<file path="config.mk">
export PLATFORM = sky130hd
export DESIGN_NAME = jev_cordic
export DESIGN_NICKNAME = d
export VERILOG_FILES = /design/src/design/jev_pkg.sv /design/src/design/jev_cordic.sv
export SDC_FILE = /design/constraint.sdc
export NUM_CORES = 1
export LEC_CHECK = 0
export ABC_AREA = 1
export BUFFER_PORTS_ARGS = -buffer_cell sky130_fd_sc_hd__buf_2
export CAP_MARGIN = 20
export CORE_ASPECT_RATIO = 2
export CORE_MARGIN = 2
export CORE_UTILIZATION = 55
export CTS_CLUSTER_SIZE = 20
export DETAILED_ROUTE_END_ITERATION = 7
export GPL_TIMING_DRIVEN = 0
export PLACE_DENSITY = 0.76
export RECOVER_POWER = 25
export SYNTH_ARGS = -nofsm -noshare
export SYNTH_HDL_FRONTEND = slang
export SYNTH_SLANG_ARGS = --single-unit
</file>
<file path="constraint.sdc">
create_clock -name i_clk -period 11.3 [get_ports i_clk]
set_clock_uncertainty 0.1 [all_clocks]
set_input_delay 1.13 -clock i_clk [delete_from_list [all_inputs] [get_ports i_clk]]
set_output_delay 1.13 -clock i_clk [all_outputs]
set_load 0.01 [all_outputs]
</file>
<file path="src/design/jev_pkg.sv">
package jev_pkg;

    localparam int CORDIC_STEPS = 30;
    localparam int CW           = 36;   // CORDIC datapath width
    localparam int PW           = 34;   // rounded product width
    localparam int MUL_STEPS    = 24;

    localparam logic signed [CW-1:0] GAIN_INV    = CW'(652032874);
    localparam logic signed [CW-1:0] QUARTER_PI  = CW'(32'h2000_0000);

    typedef enum logic [3:0] {
        ST_IDLE,
        ST_SEARCH,
        ST_PREP,
        ST_VEC,
        ST_HALVE,
        ST_ROT,
        ST_MUL,
        ST_COMMIT,
        ST_OUT
    } t_state;

    typedef enum logic [1:0] {
        PAIR_01,
        PAIR_02,
        PAIR_12
    } t_pair;

    typedef struct packed {
        logic                 start;
        logic                 vect;
        logic signed [CW-1:0] x;
        logic signed [CW-1:0] y;
        logic signed [CW-1:0] z;
    } t_cordic_cmd;

    typedef struct packed {
        logic                 busy;
        logic                 done;
        logic signed [CW-1:0] x;
        logic signed [CW-1:0] y;
        logic signed [CW-1:0] z;
    } t_cordic_res;

    function automatic logic signed [CW-1:0] atan_lut(input logic [4:0] idx);
        logic signed [CW-1:0] r;
        unique case (idx)
            5'd0:  r = CW'(32'h2000_0000);
            5'd1:  r = CW'(32'h12E4_051D);
            5'd2:  r = CW'(32'h09FB_385B);
            5'd3:  r = CW'(32'h0511_11D4);
            5'd4:  r = CW'(32'h028B_0D43);
            5'd5:  r = CW'(32'h0145_D7E1);
            5'd6:  r = CW'(32'h00A2_F61E);
            5'd7:  r = CW'(32'h0051_7C55);
            5'd8:  r = CW'(32'h0028_BE53);
            5'd9:  r = CW'(32'h0014_5F2E);
            5'd10: r = CW'(32'h000A_2F98);
            5'd11: r = CW'(32'h0005_17CC);
            5'd12: r = CW'(32'h0002_8BE6);
            5'd13: r = CW'(32'h0001_45F3);
            5'd14: r = CW'(32'h0000_A2F9);
            5'd15: r = CW'(32'h0000_517C);
            5'd16: r = CW'(32'h0000_28BE);
            5'd17: r = CW'(32'h0000_145F);
            5'd18: r = CW'(32'h0000_0A2F);
            5'd19: r = CW'(32'h0000_0517);
            5'd20: r = CW'(32'h0000_028B);
            5'd21: r = CW'(32'h0000_0145);
            5'd22: r = CW'(32'h0000_00A2);
            5'd23: r = CW'(32'h0000_0051);
            5'd24: r = CW'(32'h0000_0028);
            5'd25: r = CW'(32'h0000_0014);
            5'd26: r = CW'(32'h0000_000A);
            5'd27: r = CW'(32'h0000_0005);
            5'd28: r = CW'(32'h0000_0002);
            5'd29: r = CW'(32'h0000_0001);
            default: r = '0;
        endcase
        return r;
    endfunction

    function automatic logic signed [31:0] sat32(input logic signed [36:0] v);
        logic signed [31:0] r;
        if (v > 37'sd2147483647) begin
            r = 32'sh7FFF_FFFF;
        end else if (v < -37'sd2147483648) begin
            r = 32'sh8000_0000;
        end else begin
            r = v[31:0];
        end
        return r;
    endfunction

endpackage

</file>
<file path="src/design/jev_cordic.sv">
module jev_cordic
    import jev_pkg::*;
(
    input  logic        i_clk,
    input  logic        i_rst_n,
    input  t_cordic_cmd i_cmd,
    output t_cordic_res o_res
);

    logic                 r_busy, r_done, r_vect;
    logic [4:0]           r_step;
    logic signed [CW-1:0] r_x, r_y, r_z;
    logic signed [CW-1:0] xs, ys, ang;
    logic                 sigma;

    assign xs    = r_x >>> r_step;
    assign ys    = r_y >>> r_step;
    assign ang   = atan_lut(r_step);
    // positive sense: x -= y>>i, y += x>>i, z -= atan
    assign sigma = r_vect ? r_y[CW-1] : ~r_z[CW-1];

    always_ff @(posedge i_clk) begin
        if (!i_rst_n) begin
            r_busy <= 1'b0;
            r_done <= 1'b0;
            r_step <= '0;
        end else begin
            r_done <= r_busy && !i_cmd.start && (r_step == 5'(CORDIC_STEPS - 1));
            if (i_cmd.start) begin
                r_busy <= 1'b1;
                r_step <= '0;
            end else if (r_busy) begin
                if (r_step == 5'(CORDIC_STEPS - 1)) begin
                    r_busy <= 1'b0;
                end
                r_step <= r_step + 5'd1;
            end
        end
    end

    always_ff @(posedge i_clk) begin
        if (i_cmd.start) begin
            r_vect <= i_cmd.vect;
            r_x    <= i_cmd.x;
            r_y    <= i_cmd.y;
            r_z    <= i_cmd.z;
        end else if (r_busy) begin
            if (sigma) begin
                r_x <= r_x - ys;
                r_y <= r_y + xs;
                r_z <= r_z - ang;
            end else begin
                r_x <= r_x + ys;
                r_y <= r_y - xs;
                r_z <= r_z + ang;
            end
        end
    end

    assign o_res.busy = r_busy;
    assign o_res.done = r_done;
    assign o_res.x    = r_x;
    assign o_res.y    = r_y;
    assign o_res.z    = r_z;

`ifndef SYNTHESIS
    a_done_after_busy: assert property (@(posedge i_clk) disable iff (!i_rst_n)
        r_done |-> $past(r_busy))
        else $error("cordic done without a run");
    a_no_restart: assert property (@(posedge i_clk) disable iff (!i_rst_n)
        r_busy |-> !i_cmd.start)
        else $error("cordic restarted while busy");
    a_step_range: assert property (@(posedge i_clk) disable iff (!i_rst_n)
        r_busy |-> (r_step < 5'(CORDIC_STEPS)))
        else $error("cordic step out of range");
`endif

endmodule

</file>
==> flow_summary.yaml, run 1 <==
outcome:
  run_status: "stopped before the end"
  stop_stage: "global routing (5_1_grt)"
  error: "[ERROR GRT-0116] Global routing finished with congestion. Check the congestion regions in the DRC Viewer."
synthesis:
  synth_seq_cells: 146
  synth.most_common_cell: "nand2_1"
  ys_warn_count: 0
  synth-seq-area-share_pct: 20.7
  synthTopCellsByCount: "987 x nand2_1, 569 x nand3_1, 259 x inv_1, 237 x nor2_1, 162 x a21oi_1"
  yosysTopAreaCell: "nand2_1"
  synth_nets: 3422
  synthArstFlopShare_pct: 0
  syn_inst: 3190
  synthTopCellsByArea: "nand2_1 19%, edfxtp_1 17%, nand3_1 15%"
  ys_dominant_reg_cell: "edfxtp_1"
  syn_area_mm2: 0.0194
  yosysUniqueCellTypes: 63
  synth_edf_count: 109
  avgSynthCellArea_um2: 6.08
  synth.top_cell.area_share_pct: 19.1
global_routing:
  gr-total-overflow: 225
  grt_use_total_pct: 65.9
  grt_pass1_vias: 27616
  grt_pass1_wl_um: 183000
  grt_max_degree: 58
floorplan:
  ioPinCount: 222
  num_rows: 97
  die_h_um: 270
  initial_core_util_pct: 55.7
  die_w_um: 137
cts:
  cts_sinks: 146
  htreeDepth: 4
  cts_root_buffer: "clkbuf_16"
  clock_path_buffers: 2
  postCtsHoldBufs: 0
  cts_resized: 0
  cts_setup_buffers: 0
  cts_made_buffers: 17
placed_design:
  place_congestion: 1.27
  io_buffers: 221
  hpwl_um: 81800
[stage by stage]
stage | cells | utilization (%) | area [um2] | worst slack (ns) | hold slack [ns]
floorplan | 3190 | - | 19400 | 6.89 | 0.428
detailed placement | 3859 | 60.6 | 21100 | 4.71 | 0.566
CTS | 3891 | 62.4 | 21700 | 4.68 | 0.580
global placement | 3856 | 60.4 | 21100 | 4.07 | 0.497
[metal layers]
metal  GRT usage, %  GRT overflow
met1           62.2             1
met2           89.3           135
met3           42.7             2
met4           70.9            87
met5           10.7             0
[kinds of logic after synthesis]
group	share of synthesized area (%)
adders and majority gates	7.86
AOI/OAI and AO/OA	12.7
buffers and inverters	8.58
DFF	20.7
xor gates and xnor gates	5.05
and+or+nand+nor	45.1
==> run 2: changes to the inputs <==
- CORE_ASPECT_RATIO: 2 -> unset
- CORE_UTILIZATION: 55 -> 40
- CTS_CLUSTER_SIZE: 20 -> unset
- PLACE_DENSITY: 0.76 -> unset
- PLACE_DENSITY_LB_ADDON: unset -> 0.15
==> run 2 against run 1 <==
The flow now finishes without violations. Synthesized area is the same. Synthesized cell count unchanged.
==> flow_summary.yaml, run 2 <==
outcome:
  run_status: "finished clean"
min_path:
  holdCritPathClass: "flop to flop"
  worstHoldStart: "ang[0]$_DFF_P_"
  min_to: "r_z[0]$_DFFE_PP_"
  worstHoldPathCells: 2
setup_path:
  worstSetupStartpointType: "flop"
  rrSetupSlack_ns: 4.61
  cpPeakStageDelay_ns: 0.78
  cp-end-kind: "flop"
  rr_startpoint: "r_y[35]$_DFFE_PP_"
  worstPathMaxFanout: 10
  crit_chain: "clkbuf_1, inv_1, nand2_1, o21a_1, buf_2, clkinv_1, buf_1, buf_1, nand2_1, xor2_1, ha_1, nand2_1, nor2_1, nand4_1, nor2_1, nor2_1, o21ai_0, inv_1, o21ai_0, inv_1, o21ai_0, o21ai_0, a21oi_1, nor2_1"
  crit_start: "r_y[35]$_DFFE_PP_"
  reg2reg_depth: 24
  critPathArrivalTime_ns: 6.85
  crit_required_ns: 11.45
  cp_top_family: "buffers and inverters"
  worstSetupPathType: "flop to flop"
  worst-path-buf-inv: 8
  slowest_stage: "buf_1"
  reg2reg_to: "r_y[32]$_DFFE_PP_"
synthesis:
  synth_edf_count: 109
  syn_inst: 3190
  synthTopCellsByArea: "nand2_1 19%, edfxtp_1 17%, nand3_1 15%"
  syn_area_mm2: 0.0194
  synth.top_cell.area_share_pct: 19.1
  yosysTopAreaCell: "nand2_1"
  synth_seq_cells: 146
  synth_nets: 3422
  synthArstFlopShare_pct: 0
  avgSynthCellArea_um2: 6.08
  synth-seq-area-share_pct: 20.7
  ys_dominant_reg_cell: "edfxtp_1"
  synthTopCellsByCount: "987 x nand2_1, 569 x nand3_1, 259 x inv_1, 237 x nor2_1, 162 x a21oi_1"
  ys_warn_count: 0
  synth.most_common_cell: "nand2_1"
  yosysUniqueCellTypes: 63
routing:
  wl_met3_um: 7540
  routedWlPerCell_um: 23.4
  wl_met1_um: 41000
  num_vias: 23792
  wl_met2_um: 41700
  routed_wirelength_um: 95200
  ant_nets: 0
  vias_per_cell: 5.86
  drt_iter0_drc: 2752
  drc_errors: 0
  dr.pass1.iters: 6
  dr.max_layer_used: "met4"
global_routing:
  grt_use_total_pct: 37.1
  grt_pass1_vias: 22060
  grt_pass1_wl_um: 138000
  grt_max_degree: 59
  gr-total-overflow: 0
  antenna_found_initial: 2
layout:
  reg_top3: "r_x (36), r_y (36), r_z (36)"
  syn2layout_area_growth_pct: 12.5
  nNetsFinal: 3664
  layout_common_cells: "986 x nand2_1, 569 x nand3_1, 260 x inv_1, 237 x nor2_1, 175 x buf_2"
  post-route-util_pct: 45.7
  drive_above_1_share_pct: 10.7
  layout_commonest_cell: "nand2_1"
  fillers: 5252
timing:
  drv_slew: 0
  rsz0062_at_grt: "no"
  fmax_mhz: 149
  slew_headroom_pct: 22.8
  period_share_pct: 59.2
  hold_violations: 0
  tightest_slew_ns: 1.16
  tns_ns: 0
  period_minus_slack_ns: 6.69
  setup_viol: 0
power_and_ir_drop:
  peakVddDrop_uv: 230
  leakagePower_nw: 10.7
  powerDensity_mw_per_mm2: 391
placed_design:
  io_buffers: 221
  place_congestion: 1.07
  hpwl_um: 77800
cts:
  htreeDepth: 4
  insertion_delay_ns: 0.50
  cts_setup_buffers: 0
  cts_root_buffer: "clkbuf_16"
  clkSlewWorstSetupHoldPaths_ns: 0.08
  cts_sinks: 146
  cts_resized: 0
  cts_tree: "built"
  clock_path_buffers: 2
  postCtsHoldBufs: 0
  cts_made_buffers: 17
floorplan:
  die_w_um: 224
  die_h_um: 224
  dieArea_mm2: 0.0503
  core-area_mm2: 0.0477
  ioPinCount: 222
  num_rows: 80
  initial_core_util_pct: 40.6
job:
  maxCapViolations: 0
-- run 2: cell type report --
| cell class | instances | area [um2] | share of cell area, % |
|---|---|---|---|
| clock inverters | 14 | 155 | 0.711 |
| plain buffers | 123 | 611 | 2.80 |
| clock buffers | 18 | 450 | 2.06 |
| inverters | 278 | 1050 | 4.82 |
| well taps | 615 | 769 | 3.53 |
| multi-input cells | 2643 | 13700 | 62.9 |
| repair buffers | 223 | 1040 | 4.77 |
| flip-flops and latches | 146 | 4010 | 18.4 |
| diodes | 1 | 2.50 | 0.0115 |
-- run 2: per-stage QoR --
step	worst slack [ns]	hold slack (ns)	cells	total power, mW	area [um2]
final	4.61	0.641	4061	8.54	21800
after global routing	4.30	0.682	4060	9.24	21800
after CTS	4.80	0.667	4059	8.40	21900
after detailed placement	4.87	0.667	4027	7.74	21300
after global placement	3.75	0.648	4026	7.69	21300
after floorplan	6.89	0.428	3190	5.68	19400
-- run 2: where the power goes --
| part | total, mW | leakage, nW | switching (mW) | internal (mW) |
|---|---|---|---|---|
| Sequential | 1.26 | 1.41 | 0.368 | 0.895 |
| Combinational | 6.66 | 8.94 | 4.45 | 2.20 |
| Clock | 0.618 | 0.302 | 0.291 | 0.327 |
| Total | 8.54 | 10.7 | 5.11 | 3.42 |
-- run 2: kinds of logic (layout without fill, tap and decap cells) --
kind of cell             Yosys count  count (layout)  share of synthesized area (%)
AND/OR/NAND/NOR                 1987            1987                           45.1
AO/OA/AOI/OAI                    425             425                           12.7
buffers and inverters            401             656                           8.58
flip-flops                       146             146                           20.7
adder cells (fa/ha/maj)          120             120                           7.86
XOR/XNOR                         111             111                           5.05
other                              0               1                              0
-- run 2: how the worst max path moves through the flow --
stage / endpoint / slack [ns] / cells past startpoint
2_1_floorplan: r_x[0]$_DFFE_PP_ / 6.89 / 3
5_1_grt: r_y[32]$_DFFE_PP_ / 4.30 / 24
3_5_place_dp: r_y[32]$_DFFE_PP_ / 4.87 / 24
4_1_cts: r_y[32]$_DFFE_PP_ / 4.80 / 24
6_report: r_y[32]$_DFFE_PP_ / 4.61 / 24
3_3_place_gp: r_x[21]$_DFFE_PP_ / 3.75 / 4
-- run 2: per-layer routing --
metal / vias to the layer above / track usage (%)
li1: 11245 / -
met1: 11162 / 48.9
met2: 1148 / 59.1
met3: 237 / 6.32
met4: 0 / 17.3
met5: - / 0
-- run 2: worst min-delay path: cells and delay by family, from the launching register on --
family	cells	cell delay (ns)
AO/OA/AOI/OAI	1	0.06
adder cells (fa/ha/maj)	1	0.14
flip-flops	1	0.39
No activity file was read; power rests on OpenSTA's default activity.
==> run 3: changes to the inputs <==
- clock period: 11.3 -> 6.8 ns (I/O delays scaled with it)
==> run 3 against run 2 <==
Die area stayed put. First-iteration DRC count rose by 2.4%. Via count grew 0.75%. Wire length hardly changed. Sequential share of layout area barely moved. Power up 66%. Cell area is essentially flat. Combinational power increased by 65%. Critical path depth up 4. Register-to-register slack worse by 4.1 ns. Largest cell class unchanged.
==> flow_summary.yaml, run 3 (same netlist as run 2, synthesis figures left out) <==
routing:
  ant_nets: 0
  vias_per_cell: 5.91
  dr.pass1.iters: 7
  routedWlPerCell_um: 23.5
  num_vias: 23971
  drt_iter0_drc: 2817
  drc_errors: 0
  routed_wirelength_um: 95200
timing:
  period_share_pct: 92.9
  hold_ws_ns: 0.255
  drv_slew: 0
  tightest_slew_ns: 1.17
  period_minus_slack_ns: 6.32
  hold_violations: 0
  tns_ns: 0
  slew_headroom_pct: 22.1
  finalWorstSetupSlack_ns: 0.480
  setup_viol: 0
  rsz0062_at_grt: "no"
  fmax_mhz: 158
floorplan:
  core-area_mm2: 0.0477
  num_rows: 80
  die_w_um: 224
  dieArea_mm2: 0.0503
  initial_core_util_pct: 40.6
  ioPinCount: 222
  die_h_um: 224
setup_path:
  cpPeakStageDelay_ns: 0.70
  crit_required_ns: 6.95
  cp-end-kind: "flop"
  rrSetupSlack_ns: 0.48
  crit_top_cell: "nand2_1"
  slowest_stage: "buf_1"
  cp_top_family: "simple AND/OR/NAND/NOR gates"
  worstSetupPathType: "flop to flop"
  worstPathMaxFanout: 10
  worst-path-buf-inv: 6
  worstSetupStartpointType: "flop"
  critPathArrivalTime_ns: 6.47
layout:
  syn2layout_area_growth_pct: 12.5
  reg_top3: "r_x (36), r_y (36), r_z (36)"
  antenna_cells: 0
  instances_no_fill: 4059
  nNetsFinal: 3663
  design_area_mm2: 0.0218
  layout_common_cells: "986 x nand2_1, 569 x nand3_1, 260 x inv_1, 237 x nor2_1, 174 x buf_2"
  drive_above_1_share_pct: 10.7
  layout_commonest_cell: "nand2_1"
  post-route-util_pct: 45.7
cts:
  cts_root_buffer: "clkbuf_16"
  clkSlewWorstSetupHoldPaths_ns: 0.07
  cts_made_buffers: 17
  cts_tree: "built"
  clock_path_buffers: 2
  cts_resized: 0
  cts_setup_buffers: 0
  cts_sinks: 146
  postCtsHoldBufs: 0
  insertion_delay_ns: 0.50
  htreeDepth: 4
power_and_ir_drop:
  peakVddDrop_uv: 383
  power_frac_clock_pct: 7.2
  powerDensity_mw_per_mm2: 650
  p_switching_mw: 8.50
  cell_internal_pwr_mw: 5.69
  swShare_pct: 59.9
  leakagePower_nw: 10.7
  total_power_mw: 14.2
  power_frac_comb_pct: 77.8
  sequentialPowerShare_pct: 14.9
global_routing:
  grt_most_used_layer: "met2"
  antenna_found_initial: 2
  grt_use_total_pct: 37.1
  gr-total-overflow: 0
  grt_util_met2_pct: 59.1
  met3_usage_pct: 6.32
  grt_max_degree: 59
  grt_pass1_vias: 22060
  grt_pass1_wl_um: 138000
  grt_use_met1_pct: 48.9
placed_design:
  post-place-ws_ns: 0.368
  io_buffers: 221
  placed_cell_area_mm2: 0.0213
  hpwl_um: 77800
  dp.cells: 4027
  place_congestion: 1.07
outcome:
  run_status: "finished clean"
job:
  maxCapViolations: 0
min_path:
  holdCritPathClass: "input port to flop"
run 3: changes by cell type in the layout (fill, tap and decap cells not counted):
cell	before	now
clkbuf_2	0	1
buf_2	175	174
diode_2	1	0
buf_1	24	23
run 3: final cells by class:
| class | instances | area, um2 |
|---|---|---|
| flip-flops and latches | 146 | 4010 |
| clock buffers | 18 | 450 |
| fillers | 5254 | 25900 |
| multi-input cells | 2643 | 13700 |
| clock inverters | 14 | 155 |
| inverters | 278 | 1050 |
| well taps | 615 | 769 |
| plain buffers | 122 | 608 |
| repair buffers | 223 | 1040 |
run 3: worst paths after layout:
check / startpoint / to / depth (start not counted)
max reg2reg: r_step[2]$_SDFFE_PP0P_ / r_y[32]$_DFFE_PP_ / 28
min: i_cmd[108] / r_vect$_DFFE_PP_ / 1
min reg2reg: ang[0]$_DFF_P_ / r_z[0]$_DFFE_PP_ / 2
max: r_step[2]$_SDFFE_PP0P_ / r_y[32]$_DFFE_PP_ / 28
run 3: power by group through the flow:
| stage | clock network [mW] | registers, mW | logic [mW] |
|---|---|---|---|
| 6_report | 1.03 | 2.12 | 11.0 |
| 3_5_place_dp | 0 | 2.07 | 10.8 |
| 5_1_grt | 1.06 | 2.12 | 12.2 |
| 2_1_floorplan | 0 | 1.92 | 7.52 |
| 3_3_place_gp | 0 | 2.08 | 10.7 |
| 4_1_cts | 1.04 | 2.05 | 10.9 |
run 3: metal layers:
| metal | wire, um | part of all wire [%] |
|---|---|---|
| met3 | 7890 | 8.3 |
| met5 | 0 | 0 |
| met1 | 40600 | 43 |
| met2 | 41700 | 44 |
| met4 | 5020 | 5.3 |
